File: src/rtl/core/r2y_pkg.sv
// Shared types, constants and arithmetic helpers for the RGB to YUV 4:2:0 converter.
// Used by every module under rtl/core; depends on nothing else.
`default_nettype none

package r2y_pkg;

  // Field and register widths.
  localparam int PIX_W    = 8;
  localparam int SUM_W    = PIX_W + 1;
  localparam int LINE_W   = 3 * SUM_W;
  localparam int CFG_W    = 13;
  localparam int ROW_W    = 12;
  localparam int TERM_W   = 17;
  localparam int REG_IDX_W = 1;

  // Frame size limits and reset values.
  localparam int DEFAULT_MAX_WIDTH = 4096;
  localparam int HEIGHT_LIMIT      = 4096;
  localparam logic [CFG_W-1:0] WIDTH_RESET  = 13'd640;
  localparam logic [CFG_W-1:0] HEIGHT_RESET = 13'd480;

  // Configuration register indexes.
  localparam logic [REG_IDX_W-1:0] REG_IMAGE_WIDTH  = 1'b0;
  localparam logic [REG_IDX_W-1:0] REG_IMAGE_HEIGHT = 1'b1;

  // BT.601 coefficients, scaled by 256.
  localparam logic [PIX_W-1:0] K_Y_R  = 8'd66;
  localparam logic [PIX_W-1:0] K_Y_G  = 8'd129;
  localparam logic [PIX_W-1:0] K_Y_B  = 8'd25;
  localparam logic [PIX_W-1:0] K_CB_R = 8'd38;
  localparam logic [PIX_W-1:0] K_CB_G = 8'd74;
  localparam logic [PIX_W-1:0] K_C_MAIN = 8'd112;
  localparam logic [PIX_W-1:0] K_CR_G = 8'd94;
  localparam logic [PIX_W-1:0] K_CR_B = 8'd18;

  localparam logic [TERM_W-1:0] ROUND_HALF     = 17'd128;
  localparam logic [PIX_W-1:0]  LUMA_OFFSET    = 8'd16;
  localparam logic [PIX_W-1:0]  CHROMA_OFFSET  = 8'd128;
  localparam logic [PIX_W-1:0]  NEUTRAL_CHROMA = 8'd128;

  // Horizontal pair sums of one even-row pixel pair, as kept in the line buffer.
  typedef struct packed {
    logic [SUM_W-1:0] red;
    logic [SUM_W-1:0] green;
    logic [SUM_W-1:0] blue;
  } pair_sum_t;

  // Per-pixel control derived from the raster position.
  typedef struct packed {
    logic line_wr;
    logic chroma_valid;
    logic frame_last;
  } pix_ctl_t;

  // Positive and negative product sums of both chroma outputs.
  typedef struct packed {
    logic [TERM_W-1:0] pos_b;
    logic [TERM_W-1:0] neg_b;
    logic [TERM_W-1:0] pos_r;
    logic [TERM_W-1:0] neg_r;
  } chroma_terms_t;

  // Rounded scale by 1/256 plus an offset; the offset keeps the sum non-negative.
  function automatic logic [PIX_W-1:0] scale_down(input logic [TERM_W-1:0] pos,
                                                  input logic [TERM_W-1:0] neg,
                                                  input logic [PIX_W-1:0]  off);
    logic [TERM_W-1:0] t;
    t = pos + ROUND_HALF + {1'b0, off, 8'd0} - neg;
    return t[15:8];
  endfunction

  // Studio-range luma of one pixel.
  function automatic logic [PIX_W-1:0] luma_of(input logic [PIX_W-1:0] r,
                                               input logic [PIX_W-1:0] g,
                                               input logic [PIX_W-1:0] b);
    logic [TERM_W-1:0] pos;
    pos = TERM_W'(K_Y_R) * TERM_W'(r) + TERM_W'(K_Y_G) * TERM_W'(g)
        + TERM_W'(K_Y_B) * TERM_W'(b);
    return scale_down(pos, '0, LUMA_OFFSET);
  endfunction

endpackage

`default_nettype wire

File: src/rtl/core/r2y_raster.sv
// Raster position tracking, size registers, left-pixel hold and pair sums.
// Depends on r2y_pkg for widths, register indexes and shared types.
`default_nettype none

module r2y_raster #(
  parameter int MAX_WIDTH  = 4096,
  parameter int COL_W      = 12,
  parameter int ADDR_W     = 11,
  parameter int LINE_SLOTS = 2048
) (
  input  wire                          clk,
  input  wire                          rst_n,
  input  wire                          cfg_we,
  input  wire  [r2y_pkg::REG_IDX_W-1:0] cfg_index,
  input  wire  [r2y_pkg::CFG_W-1:0]     cfg_data,
  input  wire                          advance,
  input  wire  [r2y_pkg::PIX_W-1:0]     red,
  input  wire  [r2y_pkg::PIX_W-1:0]     green,
  input  wire  [r2y_pkg::PIX_W-1:0]     blue,
  output logic [ADDR_W-1:0]            slot,
  output r2y_pkg::pair_sum_t           pair_sum,
  output r2y_pkg::pix_ctl_t            ctl
);
  import r2y_pkg::*;

  localparam int CMP_W  = ((COL_W > CFG_W) ? COL_W : CFG_W) + 1;
  localparam int RCMP_W = CFG_W + 1;

  logic [CFG_W-1:0]  width_r, height_r;
  logic [COL_W-1:0]  col_r, col_nxt;
  logic [ROW_W-1:0]  row_r, row_nxt;
  logic [PIX_W-1:0]  hold_red_r, hold_green_r, hold_blue_r;
  logic [CMP_W-1:0]  width_ext, width_m1;
  logic [RCMP_W-1:0] height_ext, height_m1;
  logic              line_end, frame_end, slot_ok;

  // Size registers; the user must write them only while the block is idle, which the block does not enforce.
  always_ff @(posedge clk) begin
    if (!rst_n) begin
      width_r  <= WIDTH_RESET;
      height_r <= HEIGHT_RESET;
    end else if (cfg_we) begin
      case (cfg_index)
        REG_IMAGE_WIDTH:  width_r  <= cfg_data;
        REG_IMAGE_HEIGHT: height_r <= cfg_data;
        default: ;
      endcase
    end
  end

  // Effective sizes minus one, clamped to the supported range.
  always_comb begin
    width_ext  = CMP_W'(width_r);
    height_ext = RCMP_W'(height_r);
    if (width_ext < CMP_W'(2)) begin
      width_m1 = CMP_W'(1);
    end else if (width_ext > CMP_W'(MAX_WIDTH)) begin
      width_m1 = CMP_W'(MAX_WIDTH - 1);
    end else begin
      width_m1 = width_ext - CMP_W'(1);
    end
    if (height_ext < RCMP_W'(2)) begin
      height_m1 = RCMP_W'(1);
    end else if (height_ext > RCMP_W'(HEIGHT_LIMIT)) begin
      height_m1 = RCMP_W'(HEIGHT_LIMIT - 1);
    end else begin
      height_m1 = height_ext - RCMP_W'(1);
    end
  end

  // Line and frame end tests; a position at or past the end closes the line.
  assign line_end  = CMP_W'(col_r) >= width_m1;
  assign frame_end = line_end && (RCMP_W'(row_r) >= height_m1);

  // Next raster position.
  always_comb begin
    col_nxt = col_r + COL_W'(1);
    row_nxt = row_r;
    if (line_end) begin
      col_nxt = '0;
      row_nxt = frame_end ? '0 : row_r + ROW_W'(1);
    end
  end

  always_ff @(posedge clk) begin
    if (!rst_n) begin
      col_r <= '0;
      row_r <= '0;
    end else if (advance) begin
      col_r <= col_nxt;
      row_r <= row_nxt;
    end
  end

  // Even-column pixel is held for the pair sum of the odd column.
  always_ff @(posedge clk) begin
    if (!rst_n) begin
      hold_red_r   <= '0;
      hold_green_r <= '0;
      hold_blue_r  <= '0;
    end else if (advance && !col_r[0]) begin
      hold_red_r   <= red;
      hold_green_r <= green;
      hold_blue_r  <= blue;
    end
  end

  // Horizontal pair sums and line buffer slot of the current pixel.
  assign pair_sum.red   = SUM_W'(hold_red_r) + SUM_W'(red);
  assign pair_sum.green = SUM_W'(hold_green_r) + SUM_W'(green);
  assign pair_sum.blue  = SUM_W'(hold_blue_r) + SUM_W'(blue);
  assign slot    = ADDR_W'(col_r >> 1);
  assign slot_ok = (32'(col_r >> 1) < 32'(LINE_SLOTS));

  // Even rows store pair sums; odd rows complete a block on odd columns.
  assign ctl.line_wr      = col_r[0] && !row_r[0] && slot_ok;
  assign ctl.chroma_valid = col_r[0] && row_r[0];
  assign ctl.frame_last   = frame_end;

endmodule

`default_nettype wire

File: config.mk
export PLATFORM = sky130hd
export DESIGN_NAME = r2y_raster
export DESIGN_NICKNAME = d
export VERILOG_FILES = /design/src/rtl/core/r2y_pkg.sv /design/src/rtl/core/r2y_raster.sv
export SDC_FILE = /design/constraint.sdc
export NUM_CORES = 1
export LEC_CHECK = 0
export ABC_CLOCK_PERIOD_IN_PS = 3450
export BUFFER_PORTS_ARGS = -buffer_cell sky130_fd_sc_hd__buf_2
export CAP_MARGIN = 20
export CORE_ASPECT_RATIO = 2
export CORE_UTILIZATION = 35
export DETAILED_ROUTE_END_ITERATION = 7
export GPL_ROUTABILITY_DRIVEN = 0
export GPL_TIMING_DRIVEN = 0
export PLACE_DENSITY = 0.64
export SLEW_MARGIN = 10
export SYNTH_ARGS = -nofsm -noshare
export SYNTH_HDL_FRONTEND = slang
export SYNTH_SLANG_ARGS = --single-unit
File: constraint.sdc
create_clock -name clk -period 3.45 [get_ports clk]
set_input_delay 0.1725 -clock clk [delete_from_list [all_inputs] [get_ports clk]]
set_output_delay 0.1725 -clock clk [all_outputs]
set_load 0.01 [all_outputs]
==> results.sh <==
export IMPL_end_kind="primary output"
export IMPL_clkTransAtPathRegs_ps=60
export IMPL_total_leakage_power_nw=2.72
export IMPL_yosys_warnings=0
export IMPL_cpPeakStageDelay_ps=410
export IMPL_cts_root_buf="clkbuf_16"
export IMPL_maxCapViolations=0
export IMPL_hold_class="in -> reg"
export IMPL_min_to="width_r[9]"
export IMPL_synth_cell_types=51
export IMPL_fin_setup_tns_ps=0
export IMPL_path_cells="nor4_4, nand3_1, or3_1, buf_2, nand3b_1, ha_1, nand2b_1, a211oi_1, o21ai_1, o211ai_1, a211o_2, nor2_2, buf_6"
export IMPL_syn_inst=640
export IMPL_r2r_cells=13
export IMPL_synth_top_family_by_area="simple AND/OR/NAND/NOR gates"
export IMPL_grt_pass1_vias=4475
export IMPL_die_area_um2=14900
export IMPL_pre_cts_ws_ps=-107
export IMPL_synth_xor_area_share=0.0886
export IMPL_worst_pin_slew_ps=543
export IMPL_seq_area_frac_synth=0.294
export IMPL_placed_area_um2=5680
export IMPL_initial_core_util=0.361
export IMPL_design_area_um2=6190
export IMPL_vias_per_cell=4.94
export IMPL_clockPowerShare=0.403
export IMPL_die_y_um=172
export IMPL_status="completed"
export IMPL_r2r_end="row_r[5]"
export IMPL_layout_common_cells="nand2_1, buf_2, dfxtp_1"
export IMPL_die_w_um=86.9
export IMPL_slew_headroom=0.638
export IMPL_grt_max_degree=13
export IMPL_r2r_start="height_r[6]"
export IMPL_slew_violations=0
export IMPL_layout_commonest_cell="nand2_1"
export IMPL_critical_path_max_fanout=10
export IMPL_clock_sinks=74
export IMPL_area_delta_synth_final_pct=22.9
export IMPL_p_sw_uw=665
export IMPL_clk_latency_ps=340
export IMPL_synth_compound_area_frac=0.165
export IMPL_vias=4616
export IMPL_comb_power_share=0.198
export IMPL_grt_use_total=0.173
export IMPL_setup_slack_ps=155
export IMPL_finalCritPeriodShare=0.955
export IMPL_synth_fp_nets=737
export IMPL_rows=61
export IMPL_critPathKind="reg -> out"
export IMPL_post_dp_hpwl_um=10200
export IMPL_ys_flop_type="dfxtp_1"
export IMPL_whs_ps=84.3
export IMPL_layout_min_cycle_time_ps=3290
export IMPL_grt_pass1_wl_um=20000
export IMPL_pwr_share_seq=0.398
export IMPL_hold_depth=3
export IMPL_ys_ff_latch=74
export IMPL_cts_buffer_depth=2
export IMPL_drive_gt1_frac=0.217
export IMPL_muxShareOfSynthArea=0
export IMPL_ant_nets=0
export IMPL_cts_buffers=9
export IMPL_core_um2=14000
export IMPL_wire_per_inst_um=13.5
export IMPL_dr_pass1_iters=5
export IMPL_drc=0
export IMPL_p_sw_frac=0.285
export IMPL_intPower_mw=1.67
export IMPL_synth_edf_count=0
export IMPL_hp_start="cfg_data[9]"
export IMPL_rrSetupSlack_ps=220
export IMPL_ios=83
export IMPL_cp_slowest_cell="or3_1"
export IMPL_netlist_area_um2=5040
export IMPL_finalSetupViolations=0
export IMPL_ys_async_sr_fraction=0
export IMPL_crit_required_ps=3280
export IMPL_avgSynthCellArea_um2=7.88
export IMPL_routed_wl_um=12700
export IMPL_htreeDepth=3
export IMPL_dr_first_iter_drc_count=159
export IMPL_io_buffers=81
export IMPL_n_antenna_cell=0
export IMPL_skew_ps=6.12
export IMPL_layout_nets=840
export IMPL_cp_start_kind="flop"
export IMPL_antenna_found_initial=0
export IMPL_powerDensity_nw_per_um2=377
export IMPL_synthSimpleGateAreaFrac=0.258
export IMPL_cts_tree="built"
export IMPL_critical_path_arrival_ps=3120
export IMPL_overflow=0
export IMPL_finalHoldViolations=0
export IMPL_synth_fa_ha_area_frac=0.141
export IMPL_vdd_ir_drop_max_uv=255
export IMPL_max_freq_mhz=304
[synth_stat cells (3+ instances only)]
library cell	n	area (um2)
xnor2_1	23	201
a21oi_1	15	75.1
dfxtp_1	74	1480
o21ai_0	28	140
xor2_1	28	245
a211oi_1	3	22.5
a21boi_0	49	368
inv_1	27	101
or3_1	4	25.0
a21o_1	4	30.0
fa_1	3	60.1
nand4_1	9	56.3
nor4b_1	3	26.3
nor2b_1	9	56.3
ha_1	52	651
buf_4	12	90.1
nor4_1	5	31.3
nand2_1	131	492
nand3_1	22	110
nor3_1	11	55.1
o21ai_1	12	60.1
nand2b_1	13	81.3
nand3b_1	4	30.0
o211ai_1	4	30.0
clkbuf_1	19	71.3
nor2_1	44	165
[power groups by stage]
stage | logic, mW | clock network [mW] | registers, mW
floorplan | 0.299 | 0 | 0.933
global placement | 0.438 | 0 | 0.944
detailed placement | 0.444 | 0 | 0.945
CTS | 0.456 | 0.952 | 0.929
global route | 0.523 | 0.995 | 0.933
finish | 0.462 | 0.941 | 0.929
[metal layers]
metal | vias up | wire length, um | GRT usage
li1 | 2378 | - | -
met1 | 2120 | 4440 | 0.144
met5 | - | 0 | 0
met2 | 92 | 7240 | 0.359
met3 | 26 | 377 | 0.0254
met4 | 0 | 613 | 0.110
[worst max-delay path by stage]
stage	slack (ps)	to	from	cells after the start
floorplan	440	row_r[6]	width_r[5]	13
global placement	-80	row_r[9]	width_r[5]	13
detailed placement	-110	row_r[9]	width_r[5]	13
CTS	10	ctl[0]	height_r[8]	14
global route	-10	row_r[3]	height_r[6]	13
finish	160	ctl[0]	height_r[6]	13
[sequential cells by signal (all words and copies together) (netlist names)]
| name | cells |
|---|---|
| height_r | 13 |
| width_r | 13 |
| col_r | 12 |
| row_r | 12 |
| hold_blue_r | 8 |
| hold_green_r | 8 |
| hold_red_r | 8 |
[repair_timing]
| item | 4_1_cts | 5_1_grt |
|---|---|---|
| cloned | 1 | 0 |
| buffers inserted | 8 | 4 |
| hold buffers | 0 | 0 |
| endpoints found under the setup margin | 12 | 17 |
| resized for setup | 22 | 16 |
| pin swaps | 10 | 18 |
[cell families after synthesis]
| logic type | after synthesis |
|---|---|
| AO/OA/AOI/OAI | 126 |
| XOR/XNOR | 51 |
| adder cells (fa/ha/maj) | 55 |
| buffers and inverters | 60 |
| flip-flops | 74 |
| AND/OR/NAND/NOR | 274 |
[critical path, delay by kind of cell, from the launching register on]
kind                       cells  cell delay [ps]
AOI/OAI and AO/OA              4              680
buffers and inverters          2              330
adders and majority gates      1              220
DFF                            1              380
and+or+nand+nor                6             1170
[final cells by class]
| class | instances | area [um2] |
|---|---|---|
| Fill cell | 1473 | 7770 |
| Inverter | 27 | 101 |
| Multi-Input combinational cell | 507 | 3400 |
| Timing Repair Buffer | 93 | 502 |
| Clock inverter | 4 | 53.8 |
| Tap cell | 189 | 236 |
| Clock buffer | 10 | 239 |
| Sequential cell | 74 | 1490 |
| Buffer | 31 | 165 |
[metrics by stage]
stage,cells,power [mW],util
after floorplan,640,1.23,-
after global placement,910,1.38,0.407
after detailed placement,910,1.39,0.407
after CTS,932,2.34,0.438
after global routing,935,2.45,0.443
final,935,2.33,0.443
No activity file was read; power rests on OpenSTA's default activity.
