## config.mk

```make
export PLATFORM = sky130hd
export DESIGN_NAME = r2y_chroma
export DESIGN_NICKNAME = d
export VERILOG_FILES = /design/src/rtl/core/r2y_pkg.sv /design/src/rtl/core/r2y_chroma.sv
export SDC_FILE = /design/constraint.sdc
export NUM_CORES = 1
export LEC_CHECK = 0
export ABC_AREA = 1
export BUFFER_PORTS_ARGS = -buffer_cell sky130_fd_sc_hd__buf_2
export CAP_MARGIN = 20
export CORE_MARGIN = 1
export CORE_UTILIZATION = 55
export DETAILED_ROUTE_END_ITERATION = 6
export PLACE_DENSITY = 0.78
export SETUP_SLACK_MARGIN = 0.02
export SYNTH_ARGS = -nofsm -noshare
export SYNTH_HDL_FRONTEND = slang
export SYNTH_SLANG_ARGS = --single-unit
```

## constraint.sdc

```tcl
create_clock -name clk -period 8.5 [get_ports clk]
set_clock_uncertainty 0.05 [all_clocks]
set_input_delay 1.7 -clock clk [delete_from_list [all_inputs] [get_ports clk]]
set_output_delay 1.7 -clock clk [all_outputs]
set_load 0.03 [all_outputs]
```

## src/rtl/core/r2y_pkg.sv

```systemverilog
// Shared types, constants and arithmetic helpers for the RGB to YUV 4:2:0 converter.
// Used by every module under rtl/core; depends on nothing else.
`default_nettype none

package r2y_pkg;

  // Field and register widths.
  localparam int PIX_W    = 8;
  localparam int SUM_W    = PIX_W + 1;
  localparam int LINE_W   = 3 * SUM_W;
  localparam int CFG_W    = 13;
  localparam int ROW_W    = 12;
  localparam int TERM_W   = 17;
  localparam int REG_IDX_W = 1;

  // Frame size limits and reset values.
  localparam int DEFAULT_MAX_WIDTH = 4096;
  localparam int HEIGHT_LIMIT      = 4096;
  localparam logic [CFG_W-1:0] WIDTH_RESET  = 13'd640;
  localparam logic [CFG_W-1:0] HEIGHT_RESET = 13'd480;

  // Configuration register indexes.
  localparam logic [REG_IDX_W-1:0] REG_IMAGE_WIDTH  = 1'b0;
  localparam logic [REG_IDX_W-1:0] REG_IMAGE_HEIGHT = 1'b1;

  // BT.601 coefficients, scaled by 256.
  localparam logic [PIX_W-1:0] K_Y_R  = 8'd66;
  localparam logic [PIX_W-1:0] K_Y_G  = 8'd129;
  localparam logic [PIX_W-1:0] K_Y_B  = 8'd25;
  localparam logic [PIX_W-1:0] K_CB_R = 8'd38;
  localparam logic [PIX_W-1:0] K_CB_G = 8'd74;
  localparam logic [PIX_W-1:0] K_C_MAIN = 8'd112;
  localparam logic [PIX_W-1:0] K_CR_G = 8'd94;
  localparam logic [PIX_W-1:0] K_CR_B = 8'd18;

  localparam logic [TERM_W-1:0] ROUND_HALF     = 17'd128;
  localparam logic [PIX_W-1:0]  LUMA_OFFSET    = 8'd16;
  localparam logic [PIX_W-1:0]  CHROMA_OFFSET  = 8'd128;
  localparam logic [PIX_W-1:0]  NEUTRAL_CHROMA = 8'd128;

  // Horizontal pair sums of one even-row pixel pair, as kept in the line buffer.
  typedef struct packed {
    logic [SUM_W-1:0] red;
    logic [SUM_W-1:0] green;
    logic [SUM_W-1:0] blue;
  } pair_sum_t;

  // Per-pixel control derived from the raster position.
  typedef struct packed {
    logic line_wr;
    logic chroma_valid;
    logic frame_last;
  } pix_ctl_t;

  // Positive and negative product sums of both chroma outputs.
  typedef struct packed {
    logic [TERM_W-1:0] pos_b;
    logic [TERM_W-1:0] neg_b;
    logic [TERM_W-1:0] pos_r;
    logic [TERM_W-1:0] neg_r;
  } chroma_terms_t;

  // Rounded scale by 1/256 plus an offset; the offset keeps the sum non-negative.
  function automatic logic [PIX_W-1:0] scale_down(input logic [TERM_W-1:0] pos,
                                                  input logic [TERM_W-1:0] neg,
                                                  input logic [PIX_W-1:0]  off);
    logic [TERM_W-1:0] t;
    t = pos + ROUND_HALF + {1'b0, off, 8'd0} - neg;
    return t[15:8];
  endfunction

  // Studio-range luma of one pixel.
  function automatic logic [PIX_W-1:0] luma_of(input logic [PIX_W-1:0] r,
                                               input logic [PIX_W-1:0] g,
                                               input logic [PIX_W-1:0] b);
    logic [TERM_W-1:0] pos;
    pos = TERM_W'(K_Y_R) * TERM_W'(r) + TERM_W'(K_Y_G) * TERM_W'(g)
        + TERM_W'(K_Y_B) * TERM_W'(b);
    return scale_down(pos, '0, LUMA_OFFSET);
  endfunction

endpackage

`default_nettype wire

```

## src/rtl/core/r2y_chroma.sv

```systemverilog
// Chroma product stage: 2x2 averages and the BT.601 Cb/Cr products.
// Depends on r2y_pkg for coefficients and the pair sum and term types.
`default_nettype none

module r2y_chroma (
  input  wire                      clk,
  input  wire                      load,
  input  r2y_pkg::pair_sum_t       above,
  input  r2y_pkg::pair_sum_t       below,
  output r2y_pkg::chroma_terms_t   terms_r
);
  import r2y_pkg::*;

  logic [SUM_W:0]    tot_red, tot_green, tot_blue;
  logic [PIX_W-1:0]  avg_red, avg_green, avg_blue;
  chroma_terms_t     terms_nxt;

  // Floored averages of the four pixels of the block.
  always_comb begin
    tot_red   = (SUM_W + 1)'(above.red)   + (SUM_W + 1)'(below.red);
    tot_green = (SUM_W + 1)'(above.green) + (SUM_W + 1)'(below.green);
    tot_blue  = (SUM_W + 1)'(above.blue)  + (SUM_W + 1)'(below.blue);
    avg_red   = tot_red[SUM_W:2];
    avg_green = tot_green[SUM_W:2];
    avg_blue  = tot_blue[SUM_W:2];
  end

  // Constant products, split into positive and negative parts.
  always_comb begin
    terms_nxt.pos_b = TERM_W'(K_C_MAIN) * TERM_W'(avg_blue);
    terms_nxt.neg_b = TERM_W'(K_CB_R) * TERM_W'(avg_red)
                    + TERM_W'(K_CB_G) * TERM_W'(avg_green);
    terms_nxt.pos_r = TERM_W'(K_C_MAIN) * TERM_W'(avg_red);
    terms_nxt.neg_r = TERM_W'(K_CR_G) * TERM_W'(avg_green)
                    + TERM_W'(K_CR_B) * TERM_W'(avg_blue);
  end

  always_ff @(posedge clk) begin
    if (load) begin
      terms_r <= terms_nxt;
    end
  end

endmodule

`default_nettype wire

```

==> reports/qor.csv, run 1 <==
metric,value,unit
status,completed,
cts_hold_buf,0,
postSynthAreaPerCell,7.78,sq um
gp_congestion,0.940,
fin_crit,6.71,ns
htreeDepth,2,
layout_setup_ws,1.79,ns
top_register,terms_r,
grt_pass1_wl,26900,microns
rsz0062_at_grt,false,
die_h,122,microns
tritoncts,built,
drive_above_1_share,12.0,%
die-area,14900,sq um
totalWireLength,15900,microns
yosysUniqueCellTypes,31,
finalHoldViolations,0,
grt_max_degree,53,
yosysWarnings,0,
synth_top_family_by_area,adder cells,
hold_slack,2.00,ns
start_kind,primary input,
fin_crit_sh,78.9,%
synthCells,1022,
multi_input_area,5520,sq um
wl_per_cell,12.1,microns
critPathMostFrequentCell,nand2_1,
drtIter0Drc,322,
synth-edff-count,52,
cts.clk_slew.worst_paths,0.08,ns
grt-ovfl-total,0,
clock_sinks,52,
synth_fa_ha_area_share,33.2,%
routed_via_density,5.09,
synth-compound-area-share,8.81,%
hold_path_class,primary input to flop,
grtUsageTotal,22.4,%
die_w,122,microns
nets,1378,
core-area,14000,sq um
vias,6700,
layout_commonest_cell,nand2_1,
layout_common_cells,"nand2_1, inv_1, ha_1",
initial_utilization,56.9,%
max_slew_margin,53.0,%
async_flop_share,0,%
syn_to_final_growth,11.0,%
drt_first_pass_iters,5,
hpwl,13400,microns
endpoint_kind,flop,
arrival,6.72,ns
tns,0,ns
cts_max_path_buffers,2,
diodes,0,
cp_max_fo,8,
largest_reg_flops,52,
antenna_found_initial,0,
slowest_delay,0.54,ns
worst_slew_pin_slew,0.703,ns
port_buffers,107,
io_pins,124,
synthXorXnorAreaFrac,7.58,%
ys.flop_type,edfxtp_1,
grt_pass1_vias,6268,
drcViolationCount,0,
ys_seq_area_share,19.6,%
syn_area,7960,sq um
synthMuxAreaShare,0,%
core.rowCount,43,
synth-seq-cells,52,
ant_nets,0,
yosys.area_share.simple,19.0,%
fmax,149,MHz
finalSetupViolCount,0,
cts_made_buffers,5,
critPathRequiredTime,8.52,ns
crit_slowest_cell,fa_1,
crit_family,adder cells,
register_area,1560,sq um
fill_cells,1221,
critPathBufInv,4,
drv_cap,0,
reg_top3,terms_r (52),
cts_resized,0,
drv_slew,0,
clockRootBuffer,clkbuf_16,
cts_setup_buffers,0,
criticalPathCategory,primary input to flop,
place_ws,1.49,ns
## Yosys cell counts, drive strengths merged, types with 4 or more instances
library cell	instances	area [sq um]
nand2	234	906
inv	217	815
ha	144	1800
a21oi	68	340
nand3	54	285
edfxtp	52	1560
nor2	49	184
fa	42	841
xor2	39	349
xnor2	29	254
o21ai	27	150
buf	16	120
nand4	14	87.6
o21bai	11	90.1
a21o	6	45.0
a31oi	6	37.5
nor3	4	20.0
## kinds of logic (layout without fill, tap and decap cells)
| logic type | count (synthesis) | count (layout) |
|---|---|---|
| XOR/XNOR | 68 | 68 |
| buffers and inverters | 233 | 333 |
| flip-flops | 52 | 52 |
| adder cells (fa/ha/maj) | 186 | 186 |
| AND/OR/NAND/NOR | 359 | 359 |
| other | 1 | 16 |
| AO/OA/AOI/OAI | 123 | 123 |
## layer usage
metal / global-route usage (%) / up-vias / share of wire (%)
li1: - / 3483 / -
met1: 28.3 / 3004 / 46
met2: 38.8 / 184 / 48
met3: 3.76 / 29 / 4.2
met4: 7.32 / 0 / 2.4
met5: 0 / - / 0
## area by class of cell
cell class | instances | share of cell area, %
clock inverters | 3 | 0.524
repair buffers | 108 | 6.15
multi-input cells | 752 | 62.5
inverters | 217 | 9.22
well taps | 180 | 2.55
clock buffers | 5 | 1.42
flip-flops and latches | 52 | 17.7
## per-stage QoR
stage,instances,instance area [sq um],utilization [%]
after detailed placement,1309,8660,61.9
after CTS,1317,8830,63.1
after floorplan,1037,8010,-
final,1317,8830,63.1
after global routing,1317,8830,63.1
after global placement,1309,8660,61.9
## final timing paths
check | start | end | slack (ns) | cells after the start
min | load | terms_r[47]$_DFFE_PP_ | 2.00 | 2
max | above[11] | terms_r[14]$_DFFE_PP_ | 1.79 | 30
Power of run 1 is left out: the tool's default activity adds up to more than one toggle a clock period on the data nets, which glitch-free logic cannot reach.
==> run 2, diff against run 1 <==
--- a/config.mk
+++ b/config.mk
@@ -5,13 +5,13 @@
 export SDC_FILE = /design/constraint.sdc
 export NUM_CORES = 1
 export LEC_CHECK = 0
-export ABC_AREA = 1
+export ABC_AREA = 0
 export BUFFER_PORTS_ARGS = -buffer_cell sky130_fd_sc_hd__buf_2
 export CAP_MARGIN = 20
 export CORE_MARGIN = 1
-export CORE_UTILIZATION = 55
+export CORE_UTILIZATION = 53
 export DETAILED_ROUTE_END_ITERATION = 6
-export PLACE_DENSITY = 0.78
+export PLACE_DENSITY = 0.79
 export SETUP_SLACK_MARGIN = 0.02
 export SYNTH_ARGS = -nofsm -noshare
 export SYNTH_HDL_FRONTEND = slang
==> constraint.sdc (replaced) <==
create_clock -name clk -period 5.45 [get_ports clk]
set_clock_uncertainty 0.05 [all_clocks]
set_input_delay 1.09 -clock clk [delete_from_list [all_inputs] [get_ports clk]]
set_output_delay 1.09 -clock clk [all_outputs]
set_load 0.03 [all_outputs]
==> reports/qor.csv, run 2 <==
metric,value,unit,change
critPathRequiredTime,5.45,ns,was 8.52 ns
antenna_found_initial,0,,unchanged
wl_per_cell,15.1,microns,was 12.1 microns
htreeDepth,2,,unchanged
grt_pass1_wl,26200,microns,was 26900 microns
start_kind,primary input,,unchanged
grt_pass1_vias,6154,,was 6268
cts_made_buffers,5,,unchanged
die_h,119,microns,was 122 microns
criticalPathCategory,primary input to flop,,unchanged
clockRootBuffer,clkbuf_16,,unchanged
hold_slack,1.18,ns,was 2.00 ns
routed_via_density,5.35,,was 5.09
ys.flop_type,edfxtp_1,,unchanged
postSynthAreaPerCell,9.74,sq um,was 7.78 sq um
arrival,6.06,ns,was 6.72 ns
hpwl,12700,microns,was 13400 microns
drv_slew,0,,unchanged
status,"finished, violations left",,was completed
vias,6479,,was 6700
critPathBufInv,7,,was 4
max_slew_margin,65.8,%,was 53.0%
gp_congestion,0.855,,was 0.940
layout_setup_ws,-0.609,ns,was 1.79 ns
nets,1277,,was 1378
slowest_delay,0.53,ns,was 0.54 ns
tns,-5.63,ns,was 0 ns
grt_use_met2,41.7,%,was 38.8%
finalHoldViolations,0,,unchanged
reg_top3,terms_r (52),,unchanged
die_w,119,microns,was 122 microns
finalSetupViolCount,15,,was 0
drt_first_pass_iters,5,,unchanged
syn_area,7240,sq um,was 7960 sq um
crit_family,adder cells,,unchanged
drv_cap,0,,unchanged
dp.cells,1179,,was 1309
grt-ovfl-total,0,,unchanged
violations,negative setup slack,,
fill_cells,839,,was 1221
hold_path_class,primary input to flop,,unchanged
largest_reg_flops,52,,unchanged
grt_use_met3,2.68,%,was 3.76%
yosysTopAreaCell,ha_1,,unchanged
hold_start,load,,unchanged
synth-seq-cells,52,,unchanged
yosysWarnings,0,,unchanged
place_ws,-0.819,ns,was 1.49 ns
drtIter0Drc,290,,was 322
initial_utilization,54.5,%,was 56.9%
yosysUniqueCellTypes,68,,was 31
worst_slew_pin_slew,0.509,ns,was 0.703 ns
fin_cells,1212,,was 1317
drcViolationCount,0,,unchanged
port_buffers,107,,unchanged
holdPathEnd,terms_r[65]$_DFFE_PP_,,was terms_r[47]$_DFFE_PP_
syn_to_final_growth,40.2,%,was 11.0%
fin_crit_sh,111,%,
grt_max_degree,53,,unchanged
core-area,13300,sq um,was 14000 sq um
cts.clk_slew.worst_paths,0.07,ns,was 0.08 ns
endpoint_kind,flop,,unchanged
synth-edff-count,52,,unchanged
grt_use_met1,27.4,%,was 28.3%
io_pins,124,,unchanged
clock_sinks,52,,unchanged
fmax,165,MHz,
layout_common_cells,"buf_4, ha_1, buf_2",,"was nand2_1, inv_1, ha_1"
tritoncts,built,,unchanged
grt.busiest_layer,met2,,unchanged
grtUsageTotal,22.6,%,was 22.4%
core.rowCount,42,,was 43
synthCells,744,,was 1022
top_register,terms_r,,unchanged
synthTopCellsByCount,"ha_1, inv_1, xnor2_1",,"was nand2_1, inv_1, ha_1"
cts_max_path_buffers,2,,unchanged
ys_seq_area_share,21.6,%,was 19.6%
crit_slowest_cell,fa_1,,unchanged
rsz0062_at_grt,true,,was false
yosysMostFrequentCell,ha_1,,was nand2_1
register_area,1560,sq um,unchanged
cp_max_fo,4,,was 8
synthTopCellsByArea,"ha_1, edfxtp_1, fa_1",,"was ha_1, edfxtp_1, nand2_1"
drive_above_1_share,39.7,%,was 12.0%
synth_top_area_share,24.9,%,was 22.6%
async_flop_share,0,%,unchanged
diodes,0,,unchanged
layout_commonest_cell,buf_4,,was nand2_1
ant_nets,0,,unchanged
totalWireLength,18300,microns,was 15900 microns
fin_crit,6.06,ns,
cts_hold_buf,0,,unchanged
die-area,14100,sq um,was 14900 sq um
multi_input_area,5840,sq um,was 5520 sq um
hold_depth,1,,was 2
[run 2: changes by cell type after synthesis, sizes merged, moves of 10 or more]
cell,change
a21oi,-26
nor2b,+21
xor2,-20
nand4,-10
nand3,-51
inv,-102
o21a,+15
nand2,-211
xnor2,+29
[run 2: metal layers]
metal / vias to the layer above / wire [microns]
met3: 40 / 609
met4: 0 / 518
li1: 3148 / -
met2: 164 / 9750
met5: - / 0
met1: 3127 / 7440
[run 2: area by class of cell]
class	count	share of cell area, %
inverter	115	4.30
tap	176	2.17
clock buffer	5	1.23
timing repair buffer	285	19.2
clock inverter	3	0.246
multi-input combinational	576	57.5
sequential	52	15.4
[run 2: kinds of logic (layout without fill, tap and decap cells)]
group,after synthesis,after routing,synth area share (%)
adders and majority gates,186,186,36.5
AOI/OAI and AO/OA,156,156,14.8
and+or+nand+nor,141,141,9.85
buffers and inverters,131,408,7.62
xor gates and xnor gates,77,77,9.67
DFF,52,52,21.6
other,1,16,0.0518
[run 2: repair_timing]
| item | CTS | global route |
|---|---|---|
| endpoints found under the setup margin | 15 | 17 |
| resized for setup | 34 | 72 |
| setup buffers | 9 | 17 |
| pin swaps | 29 | 52 |
[run 2: worst max path at each step]
| stage | startpoint | to | slack (ns) | depth (start not counted) |
|---|---|---|---|---|
| global route | below[11] | terms_r[12]$_DFFE_PP_ | -0.80 | 26 |
| detailed placement | above[11] | terms_r[13]$_DFFE_PP_ | -0.82 | 24 |
| finish | below[11] | terms_r[14]$_DFFE_PP_ | -0.61 | 26 |
| global placement | above[11] | terms_r[13]$_DFFE_PP_ | -0.71 | 24 |
| CTS | above[11] | terms_r[13]$_DFFE_PP_ | -0.34 | 23 |
| floorplan | below[11] | terms_r[15]$_DFFE_PP_ | -0.51 | 21 |
[run 2: metrics by stage]
stage / instance area, sq um / util [%]
2_1_floorplan: 7500 / -
3_3_place_gp: 9290 / 69.9
3_5_place_dp: 9290 / 69.9
4_1_cts: 9660 / 72.7
5_1_grt: 10200 / 76.4
6_report: 10200 / 76.4
Power of run 2 is left out for the same reason.
==> run 3, diff against run 2 <==
--- a/config.mk
+++ b/config.mk
@@ -9,9 +9,9 @@
 export BUFFER_PORTS_ARGS = -buffer_cell sky130_fd_sc_hd__buf_2
 export CAP_MARGIN = 20
 export CORE_MARGIN = 1
-export CORE_UTILIZATION = 53
+export CORE_UTILIZATION = 45
 export DETAILED_ROUTE_END_ITERATION = 6
-export PLACE_DENSITY = 0.79
+export PLACE_DENSITY = 0.69
 export SETUP_SLACK_MARGIN = 0.02
 export SYNTH_ARGS = -nofsm -noshare
 export SYNTH_HDL_FRONTEND = slang
==> reports/qor.csv, run 3 (synthesis results as in run 2) <==
metric,value,unit,change
drv_slew,0,,unchanged
tritoncts,built,,unchanged
start_kind,primary input,,unchanged
io_pins,124,,unchanged
worst_slew_pin_slew,0.523,ns,was 0.509 ns
totalWireLength,15400,microns,was 18300 microns
grtUsageTotal,19.3,%,was 22.6%
die_w,129,microns,was 119 microns
top_register,terms_r,,unchanged
cts_hold_buf,0,,unchanged
grt_max_degree,53,,unchanged
layout_setup_ws,-0.395,ns,was -0.609 ns
core-area,15800,sq um,was 13300 sq um
largest_reg_flops,52,,unchanged
critPathRequiredTime,5.45,ns,about the same
reg_top3,terms_r (52),,unchanged
die_h,129,microns,was 119 microns
fin_crit_sh,107,%,was 111%
cts.clk_slew.worst_paths,0.07,ns,about the same
grt_pass1_vias,5983,,was 6154
max_slew_margin,64.9,%,was 65.8%
finalHoldViolations,0,,unchanged
cp_max_fo,4,,unchanged
drv_cap,0,,unchanged
drcViolationCount,0,,unchanged
layout_commonest_cell,buf_4,,unchanged
endpoint_kind,flop,,unchanged
criticalPathCategory,primary input to flop,,unchanged
fmax,171,MHz,was 165 MHz
multi_input_area,5840,sq um,about the same
arrival,5.84,ns,was 6.06 ns
initial_utilization,45.9,%,was 54.5%
register_area,1560,sq um,unchanged
routed_via_density,4.88,,was 5.35
drtIter0Drc,239,,was 290
core.rowCount,46,,was 42
drive_above_1_share,38.9,%,was 39.7%
hold_path_class,primary input to flop,,unchanged
clockRootBuffer,clkbuf_16,,unchanged
rsz0062_at_grt,true,,unchanged
critPathCapture,terms_r[13]$_DFFE_PP_,,was terms_r[14]$_DFFE_PP_
cp-startpoint,above[11],,was below[11]
hpwl,12600,microns,was 12700 microns
fill_cells,1297,,was 839
htreeDepth,2,,unchanged
diodes,0,,unchanged
cts_made_buffers,5,,unchanged
gp_congestion,0.808,,was 0.855
finalSetupViolCount,13,,was 15
antenna_found_initial,0,,unchanged
vias,6105,,was 6479
violations,negative setup slack,,unchanged
grt-ovfl-total,0,,unchanged
nets,1275,,was 1277
status,"finished, violations left",,unchanged
syn_to_final_growth,40.9,%,was 40.2%
cts_max_path_buffers,2,,unchanged
port_buffers,107,,unchanged
ant_nets,0,,unchanged
drt_first_pass_iters,4,,was 5
hold_slack,1.19,ns,was 1.18 ns
grt_pass1_wl,26100,microns,was 26200 microns
fin_crit,5.84,ns,was 6.06 ns
layout_common_cells,"buf_4, ha_1, inv_1, buf_2, edfxtp_1",,"was buf_4, ha_1, buf_2"
finish.utilization,64.7,%,was 76.4%
clock_sinks,52,,unchanged
die-area,16600,sq um,was 14100 sq um
wl_per_cell,12.3,microns,was 15.1 microns
## run 3: timing repair
action / CTS / global route
setup endpoints to repair: 15 / 16
pin swaps: 66 / 32
buffers inserted: 19 / 7
gates resized for setup: 62 / 36
hold endpoints to repair: 0 / 0
## run 3: metal layers
metal / track usage [%] / vias to the layer above / part of all wire (%) / routed length [microns]
li1: - / 3147 / - / -
met3: 1.87 / 23 / 2.8 / 439
met5: 0 / - / 0 / 0
met1: 24.4 / 2826 / 46 / 7020
met4: 5.12 / 0 / 1.9 / 297
met2: 34.9 / 109 / 50 / 7660
## run 3: metrics by stage
stage	std cells	TNS, ns	setup WS (ns)	area [sq um]
floorplan	759	-4.13	-0.509	7500
global placement	1216	-8.56	-0.716	9320
detailed placement	1216	-9.84	-0.820	9320
CTS	1242	-2.40	-0.354	9990
global route	1250	-7.00	-0.685	10200
finish	1250	-3.33	-0.395	10200
## run 3: worst min-delay path by stage
| stage | start | endpoint | slack (ns) | cells past startpoint |
|---|---|---|---|---|
| after floorplan | load | terms_r[10]$_DFFE_PP_ | 1.15 | 0 |
| after global placement | terms_r[55]$_DFFE_PP_ | terms_r[55] | 1.51 | 1 |
| after detailed placement | terms_r[4]$_DFFE_PP_ | terms_r[4] | 1.52 | 1 |
| after CTS | below[0] | terms_r[55]$_DFFE_PP_ | 1.37 | 3 |
| after global routing | load | terms_r[63]$_DFFE_PP_ | 1.19 | 1 |
| final | load | terms_r[63]$_DFFE_PP_ | 1.19 | 1 |
## run 3: area by class of cell
class | instances | area share [%]
multi-input cells | 576 | 57.2
clock buffers | 6 | 1.26
repair buffers | 283 | 19.0
flip-flops and latches | 52 | 15.3
well taps | 216 | 2.65
clock inverters | 2 | 0.343
inverters | 115 | 4.25
## run 3: worst max-delay path: stages
cell and delay [ns]:
buf_6 0.10, ha_4 0.28, nand4_1 0.17, a21oi_2 0.25, o31ai_4 0.09, and2b_2 0.25, xnor2_4 0.24, buf_4 0.16
ha_4 0.21, fa_1 0.54, inv_1 0.06, fa_1 0.53, inv_1 0.04, ha_1 0.19, or3_1 0.38, o211a_1 0.24
nor2_2 0.12, xnor2_1 0.08, ha_1 0.32, o21a_1 0.13, nor2_2 0.12, a31oi_2 0.06, xor2_1 0.19
Power of run 3 is left out for the same reason.
